### src/rtl/core/tac_pkg.sv
// ----------------------------------------------------------------------------
// Thermistor ADC to Celsius - package
// Breakpoint table, widths and the reciprocal used for the segment divide.
// ----------------------------------------------------------------------------
package tac_pkg;

  localparam int TABULATED     = 20;
  localparam int TABLE_ENTRIES = 20;
  localparam int ADC_W         = 10;
  localparam int TEMP_W        = 8;
  localparam int BPT_W         = 10;
  localparam int IDX_W         = $clog2(TABULATED);
  localparam int NUM_W         = 16;
  localparam int MAG_W         = NUM_W - 1;

  localparam logic [TEMP_W-1:0] TEMP_SAT = 8'd255;

  // Breakpoints are evenly spaced, so every segment divides by the same span.
  localparam int SPAN        = 53;
  localparam int RECIP_SHIFT = 21;
  localparam int RECIP_W     = 16;
  // ceil(2^21 / 53); exact for any numerator below 2^15
  localparam logic [RECIP_W-1:0] RECIP_MUL = 16'd39569;
  localparam int PROD_W = MAG_W + RECIP_W;
  localparam int QUO_W  = PROD_W - RECIP_SHIFT;

  localparam logic [ADC_W-1:0] BP_ADC [TABULATED] = '{
    10'd1,   10'd54,  10'd107, 10'd160, 10'd213, 10'd266, 10'd319,
    10'd372, 10'd425, 10'd478, 10'd531, 10'd584, 10'd637, 10'd690,
    10'd743, 10'd796, 10'd849, 10'd902, 10'd955, 10'd1008
  };

  localparam logic [BPT_W-1:0] BP_TEMP [TABULATED] = '{
    10'd841, 10'd255, 10'd209, 10'd184, 10'd166, 10'd153, 10'd142,
    10'd132, 10'd124, 10'd116, 10'd108, 10'd101, 10'd93,  10'd86,
    10'd78,  10'd70,  10'd61,  10'd50,  10'd34,  10'd3
  };

  typedef struct packed {
    logic             found;
    logic [IDX_W-1:0] idx;
  } seg_t;

endpackage

### src/rtl/core/tac_seg_search.sv
// ----------------------------------------------------------------------------
// Thermistor ADC to Celsius - segment search
// Parallel compare against all breakpoints but the first, picks the first
// one above the reading.
// ----------------------------------------------------------------------------
module tac_seg_search #(
  parameter int TABLE_ENTRIES = tac_pkg::TABLE_ENTRIES
) (
  input  logic [tac_pkg::ADC_W-1:0] reading_i,
  output tac_pkg::seg_t             seg_o
);

  localparam int Limit = (TABLE_ENTRIES > tac_pkg::TABULATED) ?
                         tac_pkg::TABULATED : TABLE_ENTRIES;

  always_comb begin
    seg_o = '0;
    // scan downward so the lowest hit wins
    for (int k = Limit - 1; k >= 1; k--) begin
      if (tac_pkg::BP_ADC[k] > reading_i) begin
        seg_o.found = 1'b1;
        seg_o.idx   = tac_pkg::IDX_W'(k);
      end
    end
  end

endmodule

### src/rtl/core/thermistor_adc_to_celsius.sv
// ----------------------------------------------------------------------------
// Thermistor ADC to Celsius - top level
// Breakpoint lookup with linear interpolation, four-stage pipeline.
// ----------------------------------------------------------------------------
// Takes one 10-bit thermistor ADC sample per transfer and returns the
// temperature in whole degrees C, saturated at 255; readings below the first
// segment or at/above the last breakpoint give 255. Throughput is one sample
// per clock while the output is not stalled; each sample passes through four
// register stages (search, slope multiply, reciprocal multiply, round/clamp
// into the output register). Per-stage valid bits with a ready chain let
// bubbles collapse under backpressure.
module thermistor_adc_to_celsius #(
  parameter int TABLE_ENTRIES = tac_pkg::TABLE_ENTRIES
) (
  input  logic        clk_i,
  input  logic        rst_ni,
  input  logic        s_axis_tvalid,
  output logic        s_axis_tready,
  input  logic [15:0] s_axis_tdata,   // [9:0] adc_reading, [15:10] zero
  output logic        m_axis_tvalid,
  input  logic        m_axis_tready,
  output logic [7:0]  m_axis_tdata    // [7:0] temperature_c
);

  localparam int IDX_W = tac_pkg::IDX_W;

  logic v1_q, v2_q, v3_q, vo_q;
  logic v1_d, v2_d, v3_d, vo_d;
  logic rdy1, rdy2, rdy3, rdyo;

  assign rdyo = !vo_q || m_axis_tready;
  assign rdy3 = !v3_q || rdyo;
  assign rdy2 = !v2_q || rdy3;
  assign rdy1 = !v1_q || rdy2;
  assign s_axis_tready = rdy1;

  // stage 1: segment search
  tac_pkg::seg_t seg;
  tac_pkg::seg_t s1_seg_q;
  logic [tac_pkg::ADC_W-1:0] s1_rd_q;

  tac_seg_search #(.TABLE_ENTRIES(TABLE_ENTRIES)) u_search (
    .reading_i (s_axis_tdata[tac_pkg::ADC_W-1:0]),
    .seg_o     (seg)
  );

  // stage 2: offset * slope rise
  logic [IDX_W-1:0]           prev_idx;
  logic signed [10:0]         off;
  logic signed [10:0]         rise;
  logic signed [21:0]         num_full;
  logic signed [tac_pkg::NUM_W-1:0] s2_num_q;
  logic [tac_pkg::BPT_W-1:0]  s2_tprev_q;
  logic                       s2_found_q;

  assign prev_idx = s1_seg_q.idx - IDX_W'(1);
  assign off  = $signed({1'b0, s1_rd_q}) - $signed({1'b0, tac_pkg::BP_ADC[prev_idx]});
  assign rise = $signed({1'b0, tac_pkg::BP_TEMP[s1_seg_q.idx]})
              - $signed({1'b0, tac_pkg::BP_TEMP[prev_idx]});
  assign num_full = off * rise;

  // stage 3: magnitude times reciprocal of the span
  logic [tac_pkg::MAG_W-1:0]  mag;
  logic [tac_pkg::PROD_W-1:0] s3_prod_q;
  logic                       s3_neg_q;
  logic [tac_pkg::BPT_W-1:0]  s3_tprev_q;
  logic                       s3_found_q;

  assign mag = s2_num_q[tac_pkg::NUM_W-1] ? tac_pkg::MAG_W'(-s2_num_q)
                                          : s2_num_q[tac_pkg::MAG_W-1:0];

  // stage 4: quotient, add, clamp
  logic [tac_pkg::QUO_W-1:0] quo;
  logic signed [11:0]        sum;
  logic [tac_pkg::TEMP_W-1:0] temp_d;
  logic [tac_pkg::TEMP_W-1:0] temp_q;

  assign quo = s3_prod_q[tac_pkg::PROD_W-1:tac_pkg::RECIP_SHIFT];

  always_comb begin
    // truncation toward zero: divide the magnitude, then restore the sign
    if (s3_neg_q) begin
      sum = $signed({2'b00, s3_tprev_q}) - $signed({2'b00, quo});
    end else begin
      sum = $signed({2'b00, s3_tprev_q}) + $signed({2'b00, quo});
    end
    if (!s3_found_q) begin
      temp_d = tac_pkg::TEMP_SAT;
    end else if (sum < 0) begin
      temp_d = '0;
    end else if (sum > $signed({4'b0000, tac_pkg::TEMP_SAT})) begin
      temp_d = tac_pkg::TEMP_SAT;
    end else begin
      temp_d = sum[tac_pkg::TEMP_W-1:0];
    end
  end

  always_comb begin
    v1_d = rdy1 ? s_axis_tvalid : v1_q;
    v2_d = rdy2 ? v1_q : v2_q;
    v3_d = rdy3 ? v2_q : v3_q;
    vo_d = rdyo ? v3_q : vo_q;
  end

  always_ff @(posedge clk_i or negedge rst_ni) begin
    if (!rst_ni) begin
      v1_q <= 1'b0;
      v2_q <= 1'b0;
      v3_q <= 1'b0;
      vo_q <= 1'b0;
    end else begin
      v1_q <= v1_d;
      v2_q <= v2_d;
      v3_q <= v3_d;
      vo_q <= vo_d;
    end
  end

  always_ff @(posedge clk_i) begin
    if (rdy1) begin
      s1_seg_q <= seg;
      s1_rd_q  <= s_axis_tdata[tac_pkg::ADC_W-1:0];
    end
    if (rdy2) begin
      s2_num_q   <= num_full[tac_pkg::NUM_W-1:0];
      s2_tprev_q <= tac_pkg::BP_TEMP[prev_idx];
      s2_found_q <= s1_seg_q.found;
    end
    if (rdy3) begin
      s3_prod_q  <= tac_pkg::PROD_W'(mag) * tac_pkg::PROD_W'(tac_pkg::RECIP_MUL);
      s3_neg_q   <= s2_num_q[tac_pkg::NUM_W-1];
      s3_tprev_q <= s2_tprev_q;
      s3_found_q <= s2_found_q;
    end
    if (rdyo) begin
      temp_q <= temp_d;
    end
  end

  assign m_axis_tvalid = vo_q;
  assign m_axis_tdata  = temp_q;

endmodule

### config.mk
export PLATFORM = sky130hd
export DESIGN_NAME = thermistor_adc_to_celsius
export DESIGN_NICKNAME = d
export VERILOG_FILES = /design/src/rtl/core/tac_pkg.sv /design/src/rtl/core/tac_seg_search.sv /design/src/rtl/core/thermistor_adc_to_celsius.sv
export SDC_FILE = /design/constraint.sdc
export NUM_CORES = 1
export LEC_CHECK = 0
export BUFFER_PORTS_ARGS = -buffer_cell sky130_fd_sc_hd__buf_4
export CAP_MARGIN = 30
export CORE_ASPECT_RATIO = 0.75
export CORE_MARGIN = 2
export CORE_UTILIZATION = 65
export CTS_CLUSTER_SIZE = 20
export DETAILED_ROUTE_END_ITERATION = 12
export PLACE_DENSITY_LB_ADDON = 0.25
export SLEW_MARGIN = 30
export SYNTH_ARGS = -nofsm -noshare
export SYNTH_HDL_FRONTEND = slang
export SYNTH_SLANG_ARGS = --single-unit
### constraint.sdc
create_clock -name clk_i -period 10.5 [get_ports clk_i]
set_clock_uncertainty 0.1 [all_clocks]
set_input_delay 1.05 -clock clk_i [delete_from_list [all_inputs] [get_ports clk_i]]
set_output_delay 1.05 -clock clk_i [all_outputs]
set_load 0.1 [all_outputs]
## Yosys cells after proc, flatten, opt, wreduce, memory -nomap -nowiden

Memories as Yosys holds them, arrays and structs flattened.
Cells that the tools add are included.

- Add/sub/neg operators: 6
- $mul: 2
- Order comparisons: 23
- Multiplexer cells: 28
- Bitwise gates (word level): 2
- Reductions and logical operators: 12

Operators by type and width:

| operator | number |
|---|---|
| $gt A10 B10 Y1 const A | 10 |
| $mux W10 | 6 |
| $gt A9 B10 Y1 const A | 5 |
| $sub A10 B10 Y11 | 3 |
| $mux W4 | 8 |
| $mul A15 B16 Y31 const B | 1 |
| $gt A8 B10 Y1 const A | 2 |
| $reduce_or A18 Y1 | 1 |
| $mul A11 B11 Y16 | 1 |
| $mux W8 | 2 |
| $mux W15 | 1 |
| $mux W5 | 3 |
| $neg A15 Y15 | 1 |
| $reduce_or A15 Y1 | 1 |
| $ge A6 B6 Y1 const B | 2 |
| $gt A12 B9 Y1 const B | 1 |
| $lt A12 B1 Y1 const B | 1 |
| $mux W12 | 1 |
| $mux W3 | 4 |
| $not A5 Y6 | 2 |
| $add A10 B10 Y11 | 1 |
| $gt A6 B10 Y1 const A | 1 |
| $gt A7 B10 Y1 const A | 1 |
| $reduce_or A7 Y1 | 1 |
| other kinds (6) | 13 |

- Register bits: 98
- Memory bits (read-only): 960
- Word-level logic and storage cells: 94
- Memories kept: 3

Memory list:

| memory | depth | width | rd ports | clocked after Yosys merged registers in | write ports | RTL line | RTL |
|---|---|---|---|---|---|---|---|
| (no name shown) | 32 | 10 | 1 | 0 | 0 | thermistor_adc_to_celsius.sv:126 | `s2_tprev_q <= tac_pkg::BP_TEMP[prev_idx];` |
| (no name shown) | 32 | 10 | 1 | 0 | 0 | thermistor_adc_to_celsius.sv:58 | `assign rise = $signed({1'b0, tac_pkg::BP_TEMP[s1_seg_q.idx]})` |
| (no name shown) | 32 | 10 | 1 | 0 | 0 | thermistor_adc_to_celsius.sv:57 | `assign off = $signed({1'b0, s1_rd_q}) - $signed({1'b0, tac_pkg::BP_ADC[prev_idx]});` |

## Depth between registers and ports, before layout

- Depth in word-level cells: 19
- Gate-level depth with buffers: 35
- Mapped depth without buffers: 34

## Hierarchy

From an unflattened synthesis, not the netlist that was laid out.

- Cells, all modules: 1321
- Area total of the unflattened synthesis: 12261.8 sq um

Modules (own cells, without submodules):

| module | instances | cells an instance | area an instance (sq um) |
|---|---|---|---|
| thermistor_adc_to_celsius | 1 | 1229 | 11698.7 |
| tac_seg_search | 1 | 92 | 563.0 |

## Worst setup path before layout

OpenSTA, ideal clock, no wires.

- Path kind: reg2reg
- From: register s1_seg_q[0] (netlist name)
- To: register s2_num_q[15] (netlist name), data pin
- Arrival time: 7441 ps
- Required time: 10132 ps
- Path slack: 2692 ps
- Stages on the path, launching flop included: 33
- Path buffers: 2
- Cells stage by stage: edfxtp_1 -> clkbuf_1 -> inv_1 -> ha_1 -> nand2_1 -> nor2_1 -> xnor2_1 -> nor2_1 -> a22oi_1 -> ha_1 -> inv_1 -> fa_1 -> a21oi_1 -> inv_1 -> a21oi_1 -> xnor2_1 -> clkbuf_1 -> nand2_1 -> fa_1 -> fa_1 -> fa_1 -> inv_1 -> fa_1 -> inv_1 -> fa_1 -> inv_1 -> ha_1 -> a21oi_1 -> o21ai_1 -> a211oi_1 -> nor2_1 -> o41ai_1 -> xnor3_1

- Cells in the longest elaborated chain, start to end: 7
- Elaborated cells on any way between the ends: 15
- Those cells by class: add/sub: 3; mul: 1; mux: 6; bitwise: 2; memory: 3

Ends and longest elaborated chain:

| what | RTL line | RTL |
|---|---|---|
| from (decl) | thermistor_adc_to_celsius.sv:39 | `tac_pkg::seg_t s1_seg_q;` |
| from (signal assigned) | thermistor_adc_to_celsius.sv:121 | `s1_seg_q <= seg;` |
| $sub A5 B1 Y5 | thermistor_adc_to_celsius.sv:56 | `assign prev_idx = s1_seg_q.idx - IDX_W'(1);` |
| $not A5 Y6 (not written as such) | thermistor_adc_to_celsius.sv:57, thermistor_adc_to_celsius.sv:59 |  |
| $mem_v2 Z32 W10, on equally long branches | - |  |
| $mux W10, on equally long branches (2 in series) | - |  |
| $sub A10 B10 Y11, on equally long branches | thermistor_adc_to_celsius.sv:57, thermistor_adc_to_celsius.sv:59 |  |
| $mul A11 B11 Y16 (*) | thermistor_adc_to_celsius.sv:60 | `assign num_full = off * rise;` |
| via num_full[15] | thermistor_adc_to_celsius.sv:51 | `logic signed [21:0] num_full;` |
| to (signal assigned) | thermistor_adc_to_celsius.sv:125 | `s2_num_q <= num_full[tac_pkg::NUM_W-1:0];` |
| to (decl) | thermistor_adc_to_celsius.sv:52 | `logic signed [tac_pkg::NUM_W-1:0] s2_num_q;` |

The timed path passes the listed nets; every way through them passes the cells marked *. The select of a mux whose other input is x is not followed.
A chain may end at the register's enable or synchronous reset.

## Worst setup path after layout

- From: register s1_seg_q[0] (netlist name)
- To: register s2_num_q[14] (netlist name), data pin

The elaborated chain is that of the path after synthesis.

==> flow_summary.toml <==
[status]
run_status = "finished, final reports clean"

[synthesis]
synth.most_common_cell = "inv_1"
synth_top_cell_by_area = "ha_1"
synth_seq_cells = 75
postSynthNetCount = 1670
yosysWarnings = 0
netlist_area_um2 = 12200
synth_edf_count = 71
synth.area.top_cells = "ha_1 (22%), fa_1 (21%), edfxtp_1 (18%)"
ys_seq_area_frac = 0.184
synth_commonest_cells = "inv_1 (258), ha_1 (210), fa_1 (130)"
synth.distinct_cells = 71
async_flop_share = 0.0533
syn_avg_cell_area_um2 = 9.28
syn_inst = 1310
ys.flop_type = "edfxtp_1"
synth_top_area_share = 0.216

[die]
initial_utilization = 0.661
core_um2 = 18400
io_pins = 30
die_y_um = 122
num_rows = 43
dieArea_um2 = 19800
die_width_um = 162

[cells_and_area]
layout-drive-gt1-share = 0.0492
fin_util = 0.699
seqCellArea_um2 = 2230
area_growth_pct = 5.74
final_cells = 1567
multiInputGateArea_um2 = 8830
n_fill_cell = 1448
final_nets = 1675
antennaDiodeCount = 0

[placed_design]
place_hpwl_um = 19400
gp_congestion = 0.981
io_buffer_count = 23
dpl.cell_count = 1551

[clock_tree]
root_buffer = "clkbuf_16"
cts_sinks = 75
clk_pin_slew_ns = 0.07
ctsResizeCount = 0
hold_buffers = 0
post_cts_buffers = 0
h-tree-depth = 3
clockBufferDepth = 2
insertion_delay_ns = 0.34
cts_made_buffers = 9
tritoncts = "built"

[worst_setup_path]
worst-path-max-fanout = 15
cp_data_required_time_ns = 10.61
worstPathArrival_ns = 8.89
crit_type = "register to register"
end_kind = "register"
startpoint_type = "register"
startpoint = "s1_seg_q[0]"
max_stage_delay_ns = 0.69
crit_slowest_cell = "xnor2_1"
r2r-start = "s1_seg_q[0]"

[drt]
detail_route.wl_per_cell_um = 15.2
ant_nets = 0
drt_first_pass_iters = 5
wirelength_um = 23800
vias = 8888
drc = 0
drt_iter0_drc = 672
viasPerCell = 5.67

[sta]
fmax_ghz = 0.114
maxSlewViolCount = 0
post-route-min-period_ns = 8.78
hold_viol = 0
setup_viol = 0
setup-tns-final_ns = 0
rsz0062_at_grt = "false"
min_period_over_period = 0.837
slew_headroom = 0.343
tightest_slew_ns = 0.982

[worst_hold_path]
min_path_type = "register to register"
min_from = "s2_tprev_q[6]"

[global_routing]
grt_pass1_vias = 8961
antenna_found_initial = 0
grt-ovfl-total = 0
gr-usage-all-layers = 0.261
grt_pass1_wl_um = 41800
grt_start_max_net_pins = 26

[run]
maxCapViolations = 0
==> layout by cell type, fill, tap and decap left out, types with 11 or more instances in the layout <==
master,instances
a21oi_1,67
and2_1,32
buf_4,31
edfxtp_1,71
fa_1,130
ha_1,210
inv_1,258
nand2_1,90
nand2b_1,13
nand3_1,14
nor2_1,64
nor2b_1,29
nor3_1,20
o21a_1,11
o21ai_0,50
or3_1,12
xnor2_1,46
xor2_1,16
==> per-layer routing <==
metal / up-vias / track usage / part of all wire
li1: 4331 / - / -
met5: - / 0 / 0
met1: 4290 / 0.359 / 0.46
met3: 24 / 0.0362 / 0.050
met4: 0 / 0.0548 / 0.010
met2: 243 / 0.448 / 0.48
==> critical path: cells and delay by family (launching register included) <==
kind	cells	cell delay, ns
DFF	1	0.68
adders and majority gates	9	3.78
AOI/OAI and AO/OA	9	1.61
xor gates and xnor gates	1	0.69
and+or+nand+nor	5	1.20
buffers and inverters	5	0.55
==> cells by family after synthesis <==
family                     synth area share
AOI/OAI and AO/OA                     0.115
xor gates and xnor gates             0.0506
adders and majority gates             0.430
buffers and inverters                0.0917
DFF                                   0.184
muxes                               0.00504
and+or+nand+nor                       0.124
==> cell type report <==
class                   count  area share
inverters                 260      0.0759
multi-input cells         938       0.687
well taps                 247      0.0240
repair buffers             31      0.0181
clock buffers              10      0.0178
clock inverters             6     0.00399
flip-flops and latches     75       0.174
==> path summary, 6_finish.rpt <==
path,endpoint,slack (ns),cells after the start
worst min-delay path,s3_tprev_q[6],0.32,0
min in group asynchronous,v1_q,0.39,1
worst min register to register,s3_tprev_q[6],0.32,0
worst max register to register,s2_num_q[14],1.72,29
max in group asynchronous,m_axis_tvalid,9.81,1
worst max-delay path,s2_num_q[14],1.72,29
==> per-stage QoR <==
stage	setup WS [ns]	hold WS, ns	cell area (um2)
floorplan	2.69	0.300	12200
global placement	1.86	0.300	12600
detailed placement	1.74	0.308	12600
CTS	1.70	0.313	12800
global route	1.10	0.324	12900
finish	1.72	0.318	12900
==> state kept, by name (all words and copies together), names as in the netlist <==
register and count:
v2_q 1, s2_tprev_q 9, s3_neg_q 1, s1_seg_q 6, s2_num_q 16, m_axis_tvalid 1
s1_rd_q 10, v3_q 1, s3_tprev_q 9, s3_prod_q 10, s3_found_q 1, m_axis_tdata 8
v1_q 1, s2_found_q 1
Power is left out: the tool's default activity adds up to more than one toggle a clock period on the data nets, which glitch-free logic cannot reach.
